File: config.mk
export PLATFORM = sky130hd
export DESIGN_NAME = priority_ready_queue_scheduler_unit
export DESIGN_NICKNAME = d
export VERILOG_FILES = /design/src/sv/prq_pkg.sv /design/src/sv/prq_ram.sv /design/src/sv/priority_ready_queue_scheduler_unit.sv
export SDC_FILE = /design/constraint.sdc
export NUM_CORES = 1
export LEC_CHECK = 0
export ABC_AREA = 1
export BUFFER_PORTS_ARGS = -buffer_cell sky130_fd_sc_hd__buf_2
export CELL_PAD_IN_SITES_DETAIL_PLACEMENT = 0
export CELL_PAD_IN_SITES_GLOBAL_PLACEMENT = 2
export CORE_MARGIN = 2
export CORE_UTILIZATION = 33
export DETAILED_ROUTE_END_ITERATION = 10
export GPL_TIMING_DRIVEN = 0
export PLACE_DENSITY = 0.68
export SYNTH_ARGS = -nofsm -noshare
export SYNTH_HDL_FRONTEND = slang
export SYNTH_SLANG_ARGS = --single-unit
File: constraint.sdc
create_clock -name clk -period 3.32 [get_ports clk]
set_input_delay 0.83 -clock clk [delete_from_list [all_inputs] [get_ports clk]]
set_output_delay 0.83 -clock clk [all_outputs]
set_load 0.05 [all_outputs]
File: src/sv/prq_pkg.sv
// shared constants and types of the priority ready-queue scheduler
`timescale 1ns / 1ps
`default_nettype none

package prq_pkg;

  localparam int MAX_THREADS   = 16;
  localparam int PRIORITY_BITS = 8;

  localparam int ID_W   = 4;
  localparam int QIDX_W = (MAX_THREADS > 1) ? $clog2(MAX_THREADS) : 1;
  localparam int CNT_W  = $clog2(MAX_THREADS + 1);

  localparam logic [1:0] OP_ENQUEUE = 2'd0;
  localparam logic [1:0] OP_SWITCH  = 2'd1;
  localparam logic [1:0] OP_TICK    = 2'd2;
  localparam logic [1:0] OP_SET     = 2'd3;

  localparam logic [1:0] ST_PAUSED  = 2'd0;
  localparam logic [1:0] ST_RUNNING = 2'd1;
  localparam logic [1:0] ST_OTHER   = 2'd2;

  localparam logic [1:0] FAULT_NONE      = 2'd0;
  localparam logic [1:0] FAULT_NO_PAUSED = 2'd1;
  localparam logic [1:0] FAULT_FULL      = 2'd2;

  typedef struct packed {
    logic [ID_W-1:0]          id;
    logic [PRIORITY_BITS-1:0] pri;
  } q_entry_t;

  localparam int ENTRY_W = $bits(q_entry_t);

endpackage

`default_nettype wire

File: src/sv/prq_ram.sv
// generic single-port-write ram with registered read
`timescale 1ns / 1ps
`default_nettype none

module prq_ram #(
  parameter int WIDTH = 8,
  parameter int DEPTH = 16
) (
  input  wire logic                     clk,
  input  wire logic                     we,
  input  wire logic [$clog2(DEPTH)-1:0] waddr,
  input  wire logic [WIDTH-1:0]         wdata,
  input  wire logic [$clog2(DEPTH)-1:0] raddr,
  output logic      [WIDTH-1:0]         rdata
);

  logic [WIDTH-1:0] mem [DEPTH];

  always_ff @(posedge clk) begin
    if (we) begin
      mem[waddr] <= wdata;
    end
    rdata <= mem[raddr];
  end

endmodule

`default_nettype wire

File: src/sv/priority_ready_queue_scheduler_unit.sv
// priority ready-queue scheduler: sequencer, thread tables and queue ram
// one item at a time: the input stalls until the result of the last item is
// registered; every queue pass goes through the single read port of the queue
// ram, with a read state and a check or write state per entry; a result waits
// in the output register until taken; rst (synchronous) empties the queue,
// pauses all threads, zeroes their priorities and clears the current
// thread; the queue ram is not cleared
`timescale 1ns / 1ps
`default_nettype none

module priority_ready_queue_scheduler_unit (
  input  wire logic       clk,
  input  wire logic       rst,
  input  wire logic       in_valid,
  output logic            in_stall,
  input  wire logic [1:0] operation,
  input  wire logic [3:0] thread_id,
  input  wire logic [7:0] priority_req,
  input  wire logic [1:0] new_state,
  output logic            out_valid,
  input  wire logic       out_stall,
  output logic            switched,
  output logic [3:0]      current_thread,
  output logic            current_valid,
  output logic [1:0]      fault
);

  localparam int PW = prq_pkg::PRIORITY_BITS;
  localparam int QW = prq_pkg::QIDX_W;
  localparam int CW = prq_pkg::CNT_W;
  localparam int IW = prq_pkg::ID_W;

  typedef enum logic [11:0] {
    S_IDLE    = 12'h001,
    S_DECODE  = 12'h002,
    S_SWITCH  = 12'h004,
    S_TAIL    = 12'h008,
    S_RM_RD   = 12'h010,
    S_RM_WR   = 12'h020,
    S_INS_BEG = 12'h040,
    S_INS_RD  = 12'h080,
    S_INS_WR  = 12'h100,
    S_TK_RD   = 12'h200,
    S_TK_CHK  = 12'h400,
    S_DONE    = 12'h800
  } state_t;

  function automatic logic [QW-1:0] tix(input logic [IW-1:0] id);
    tix = QW'(id);
  endfunction

  state_t state;

  logic [1:0]    op_r;
  logic [IW-1:0] tgt;
  logic [PW-1:0] pri_r;
  logic [1:0]    ns_r;
  logic          sw_r;
  logic [1:0]    fault_r;

  logic [IW-1:0] w_id;
  logic [PW-1:0] w_pri;
  logic [CW-1:0] i;
  logic          found;
  logic          ins_pending;
  logic          tail;
  logic          tk_paused;

  logic [CW-1:0] count;
  logic [IW-1:0] cur_id;
  logic          present;
  logic [1:0]    thread_states [prq_pkg::MAX_THREADS];
  logic [PW-1:0] thread_prios  [prq_pkg::MAX_THREADS];

  logic              q_we;
  logic [QW-1:0]     q_waddr;
  logic [QW-1:0]     q_raddr;
  prq_pkg::q_entry_t q_wdata;
  prq_pkg::q_entry_t q_rdata;
  prq_pkg::q_entry_t new_entry;

  logic [CW-1:0] i_dec;
  logic [QW-1:0] ts_addr;
  logic [1:0]    ts_rd;
  logic [PW-1:0] cur_pri;
  logic          tid_ok;
  logic          in_take;
  logic          out_free;

  assign in_stall  = (state != S_IDLE);
  assign in_take   = in_valid && !in_stall;
  assign out_free  = !out_valid || !out_stall;
  assign i_dec     = i - CW'(1);
  assign tid_ok    = (32'(tgt) < prq_pkg::MAX_THREADS);
  assign new_entry = '{id: w_id, pri: w_pri};
  assign cur_pri   = thread_prios[tix(cur_id)];
  assign ts_addr   = (state == S_TK_CHK) ? tix(q_rdata.id) : tix(cur_id);
  assign ts_rd     = thread_states[ts_addr];

  prq_ram #(
    .WIDTH(prq_pkg::ENTRY_W),
    .DEPTH(prq_pkg::MAX_THREADS)
  ) u_queue (
    .clk  (clk),
    .we   (q_we),
    .waddr(q_waddr),
    .wdata(q_wdata),
    .raddr(q_raddr),
    .rdata(q_rdata)
  );

  always_comb begin
    q_we    = 1'b0;
    q_waddr = i[QW-1:0];
    q_wdata = q_rdata;
    q_raddr = i[QW-1:0];
    case (state)
      S_RM_WR: begin
        if (found) begin
          q_we    = 1'b1;
          q_waddr = i_dec[QW-1:0];
        end
      end
      S_INS_RD: begin
        q_raddr = i_dec[QW-1:0];
        if (i == '0) begin
          q_we    = 1'b1;
          q_wdata = new_entry;
        end
      end
      S_INS_WR: begin
        q_we = 1'b1;
        if (!(w_pri < q_rdata.pri)) begin
          q_wdata = new_entry;
        end
      end
      default: begin
      end
    endcase
  end

  always_ff @(posedge clk) begin
    if (rst) begin
      state     <= S_IDLE;
      count     <= '0;
      cur_id    <= '0;
      present   <= 1'b0;
      out_valid <= 1'b0;
      for (int k = 0; k < prq_pkg::MAX_THREADS; k++) begin
        thread_states[k] <= prq_pkg::ST_PAUSED;
        thread_prios[k]  <= '0;
      end
    end else begin
      if (out_valid && !out_stall && state != S_DONE) begin
        out_valid <= 1'b0;
      end
      case (state)
        S_IDLE: begin
          if (in_take) begin
            op_r    <= operation;
            tgt     <= thread_id;
            pri_r   <= PW'(priority_req);
            ns_r    <= new_state;
            sw_r    <= 1'b0;
            fault_r <= prq_pkg::FAULT_NONE;
            state   <= S_DECODE;
          end
        end
        S_DECODE: begin
          case (op_r)
            prq_pkg::OP_ENQUEUE: begin
              if (tid_ok) begin
                thread_prios[tix(tgt)] <= pri_r;
                w_id        <= tgt;
                w_pri       <= pri_r;
                ins_pending <= 1'b1;
                tail        <= 1'b0;
                i           <= '0;
                found       <= 1'b0;
                state       <= S_RM_RD;
              end else begin
                state <= S_DONE;
              end
            end
            prq_pkg::OP_SWITCH: begin
              state <= tid_ok ? S_SWITCH : S_DONE;
            end
            prq_pkg::OP_TICK: begin
              tk_paused <= present && (ts_rd == prq_pkg::ST_PAUSED);
              i         <= '0;
              state     <= S_TK_RD;
            end
            default: begin
              if (tid_ok) begin
                thread_states[tix(tgt)] <= (ns_r > prq_pkg::ST_OTHER) ? prq_pkg::ST_OTHER : ns_r;
              end
              state <= S_DONE;
            end
          endcase
        end
        S_SWITCH: begin
          if (present && cur_id == tgt) begin
            state <= S_DONE;
          end else begin
            sw_r <= 1'b1;
            if (present) begin
              thread_states[tix(cur_id)] <= prq_pkg::ST_PAUSED;
            end
            if (present && ts_rd == prq_pkg::ST_RUNNING) begin
              w_id        <= cur_id;
              w_pri       <= cur_pri;
              ins_pending <= 1'b1;
              tail        <= 1'b1;
              i           <= '0;
              found       <= 1'b0;
              state       <= S_RM_RD;
            end else begin
              state <= S_TAIL;
            end
          end
        end
        S_TAIL: begin
          cur_id                  <= tgt;
          present                 <= 1'b1;
          thread_states[tix(tgt)] <= prq_pkg::ST_RUNNING;
          w_id                    <= tgt;
          ins_pending             <= 1'b0;
          tail                    <= 1'b0;
          i                       <= '0;
          found                   <= 1'b0;
          state                   <= S_RM_RD;
        end
        S_RM_RD: begin
          if (i == count) begin
            if (found) begin
              count <= count - CW'(1);
            end
            if (ins_pending) begin
              state <= S_INS_BEG;
            end else if (tail) begin
              state <= S_TAIL;
            end else begin
              state <= S_DONE;
            end
          end else begin
            state <= S_RM_WR;
          end
        end
        S_RM_WR: begin
          if (q_rdata.id == w_id) begin
            found <= 1'b1;
          end
          i     <= i + CW'(1);
          state <= S_RM_RD;
        end
        S_INS_BEG: begin
          if (count >= CW'(prq_pkg::MAX_THREADS)) begin
            fault_r <= prq_pkg::FAULT_FULL;
            state   <= tail ? S_TAIL : S_DONE;
          end else begin
            i     <= count;
            state <= S_INS_RD;
          end
        end
        S_INS_RD: begin
          if (i == '0) begin
            count <= count + CW'(1);
            state <= tail ? S_TAIL : S_DONE;
          end else begin
            state <= S_INS_WR;
          end
        end
        S_INS_WR: begin
          if (w_pri < q_rdata.pri) begin
            i     <= i_dec;
            state <= S_INS_RD;
          end else begin
            count <= count + CW'(1);
            state <= tail ? S_TAIL : S_DONE;
          end
        end
        S_TK_RD: begin
          if (i == count) begin
            if (tk_paused) begin
              fault_r <= prq_pkg::FAULT_NO_PAUSED;
            end
            state <= S_DONE;
          end else begin
            state <= S_TK_CHK;
          end
        end
        S_TK_CHK: begin
          i <= i + CW'(1);
          if (tk_paused) begin
            if (ts_rd == prq_pkg::ST_PAUSED) begin
              tgt   <= q_rdata.id;
              state <= S_SWITCH;
            end else begin
              state <= S_TK_RD;
            end
          end else if (present && q_rdata.id == cur_id) begin
            state <= S_TK_RD;
          end else if (present && q_rdata.pri > cur_pri) begin
            state <= S_DONE;
          end else if (ts_rd == prq_pkg::ST_PAUSED) begin
            tgt   <= q_rdata.id;
            state <= S_SWITCH;
          end else begin
            state <= S_TK_RD;
          end
        end
        S_DONE: begin
          if (out_free) begin
            out_valid      <= 1'b1;
            switched       <= sw_r;
            current_thread <= cur_id;
            current_valid  <= present;
            fault          <= fault_r;
            state          <= S_IDLE;
          end
        end
        default: begin
          state <= S_IDLE;
        end
      endcase
    end
  end

endmodule

`default_nettype wire

==> results.cfg <==
[synth]
muxShareOfSynthArea_pct = 2.31
ys_top_cells_by_count = edfxtp_1 (400), nor2_1 (318), nand2_1 (170)
syn_inst = 1771
syn_avg_cell_area_um2 = 11.1
syn_nets = 1812
yosys.area.top_type = edfxtp_1
netlist_area_mm2 = 0.0197
synth_top_family_by_area = simple AND/OR/NAND/NOR gates
synth-async-reset-ratio_pct = 0
synth.top_cells.by_area = edfxtp_1 (61%), nor2_1 (6.1%), o21ai_0 (4.2%)
synth_edf_count = 400
yosys.area_share.xor_xnor_pct = 0.890
synth.most_common_cell = edfxtp_1
yosys_warnings = 0
ys_seq_area_share_pct = 65.0
ys_ff_latch = 439
synth_compound_area_share_pct = 10.8
yosys.area_share.simple_pct = 14.7
synthFlopType = edfxtp_1
synthAdderAreaFrac_pct = 1.37
synth_top_area_share_pct = 61.0
ys_types = 52

[floorplanning]
die-area_mm2 = 0.0616
chipWidth_um = 248
start_util_pct = 33.4
coreArea_mm2 = 0.0590
rows = 89
die_y_um = 248
io_pins = 30

[placed_design]
place.gp.congestion = 0.922
hpwlAfterDp_mm = 40.7
port_buffers = 29

[timing]
fin_crit_sh_pct = 102
holdWs_ps = 413
tightest_slew_ps = 1270
rsz0062_at_grt = true
relSlewSlack_pct = 14.9
finalHoldViolCount = 0
maxSlewViolCount = 0
finalSetupTns_ps = -2140
period_minus_slack_ps = 3380
setup_viol = 65
layout_setup_ws_ps = -58.9
max_clock_freq_mhz = 296
skew_ps = 30.7

[routing]
ant_nets = 0
drc = 0
first_pass_iters = 5
drtIter0Drc = 923
wl_mm = 57.9
via_per_inst = 5.06
routedWlPerCell_um = 21.7
vias = 13500

[worst_setup_path]
cp_data_arrival_time_ps = 3590
required_ps = 3540
end_kind = flip-flop
ff2ff_path_depth = 9
critical_path.startpoint_type = flip-flop
path_max_fanout = 12
criticalPathCategory = reg2reg

[clock_tree]
htree_levels = 2
worstSkewPairLatency_ps = 610
cts.sinks = 439
cts_buffers = 49
cts_root_buf = clkbuf_16
hold_buffers = 0
cts_tree = yes
clk_pin_slew_ps = 60
clockBufferDepth = 3

[layout]
area_growth_syn_to_layout_pct = 15.7
diodes = 0
nNetsFinal = 1900
final_layout_size_suffix_gt1_share_pct = 13.8
final_util_pct = 38.6
nFillCells = 5827

[worst_hold_path]
hold_path.class = in2reg
holdPathStages = 1

[pwr]
p_leak_uw = 0.00818
ir_drop_v = 0.000390
p_total_uw = 12300
powerDensity_mw_per_mm2 = 540

[global_route]
antenna_found_initial = 0
grt_usage_pct = 19.1
grt_max_degree = 17
grt-ovfl-total = 0
grt_pass1_vias = 13600
grt_pass1_wl_mm = 86.9

[flow_run]
max-cap-violations = 0

[run_status]
status = finished with violations
failed_checks = setup timing
## registers in the layout, indices dropped and copies added, names as in the netlist, 4 cells and up, named ones only
name / cells
u_queue.mem: 192
i: 5
count: 5
pri_r: 8
u_queue.rdata: 12
state: 12
w_id: 4
cur_id: 4
current_thread: 4
thread_states: 32
tgt: 4
w_pri: 8
thread_prios: 128
## placed cells by master (no fill, tap or decap), types with 20 or more instances in the layout
cell type  instances
nor2_2            24
o21ai_0          163
nand3_1           80
o211ai_1          43
dfxtp_1           37
o221ai_1          39
ha_1              20
nand2_1          169
mux2i_1           31
inv_1            136
nor2_1           300
nand2_2           24
a21oi_1           59
edfxtp_1         400
buf_2             45
clkbuf_1          51
clkbuf_16         49
## worst max-delay path: stages, from the launching register on
cell,delay (ps)
dfxtp_1,340
nor2_1,180
nand2_1,160
nor2_4,230
nand2_1,210
nor2_1,350
inv_1,150
o21ai_0,320
nand3_1,310
nor2_2,710
## metrics by stage
step,cell area (µm²),setup WS [ps],cells
3_5_place_dp,20900,-912,2580
3_3_place_gp,20800,-909,2573
6_report,22800,-58.9,2672
2_1_floorplan,19700,414,1771
4_1_cts,22700,-349,2669
5_1_grt,22800,-246,2672
## timing repair
| action | CTS | global route |
|---|---|---|
| setup endpoints to repair | 99 | 111 |
| resized for setup | 35 | 17 |
| pin swaps | 1 | 3 |
| setup buffers | 0 | 3 |
| cloned | 0 | 0 |
## area by class of cell
| type | count | area, µm² | share of cell area (%) |
|---|---|---|---|
| sequential | 439 | 12800 | 56.2 |
| multi-input combinational | 1093 | 6030 | 26.5 |
| clock buffer | 66 | 1340 | 5.88 |
| tap | 773 | 967 | 4.25 |
| inverter | 155 | 588 | 2.58 |
| buffer | 82 | 424 | 1.86 |
| clock inverter | 25 | 343 | 1.51 |
| timing repair buffer | 39 | 285 | 1.25 |
## where the power goes
group | switching (µW) | internal [µW] | leakage (µW) | total (µW)
clock network | 2290 | 3460 | 0.000814 | 5750
registers | 42.5 | 6100 | 0.00415 | 6140
logic | 312 | 92.8 | 0.00322 | 404
total | 2650 | 9650 | 0.00818 | 12300
## cell families (layout without fill, tap and decap cells)
family / after synthesis / count (layout)
and+or+nand+nor: 653 / 653
DFF: 439 / 439
AOI/OAI and AO/OA: 355 / 355
buffers and inverters: 239 / 367
muxes: 44 / 44
adders and majority gates: 21 / 21
xor gates and xnor gates: 20 / 20
## metal layers
metal | GRT usage (%) | vias up | wire [µm]
li1 | - | 6459 | -
met1 | 25.5 | 6683 | 26400
met2 | 32.5 | 292 | 28100
met3 | 2.39 | 80 | 2220
met4 | 5.30 | 0 | 1250
met5 | 0 | - | 0
## path summary, 6_finish.rpt
path	slack, ps	to	from
hold / removal	410	pri_r[1]	priority_req[1]
setup / recovery	-60	u_queue.mem[15][5]	state[8]
setup reg to reg	-60	u_queue.mem[15][5]	state[8]
hold reg to reg	430	fault[1]	fault_r[1]
Power figures use the tool's default switching activity.
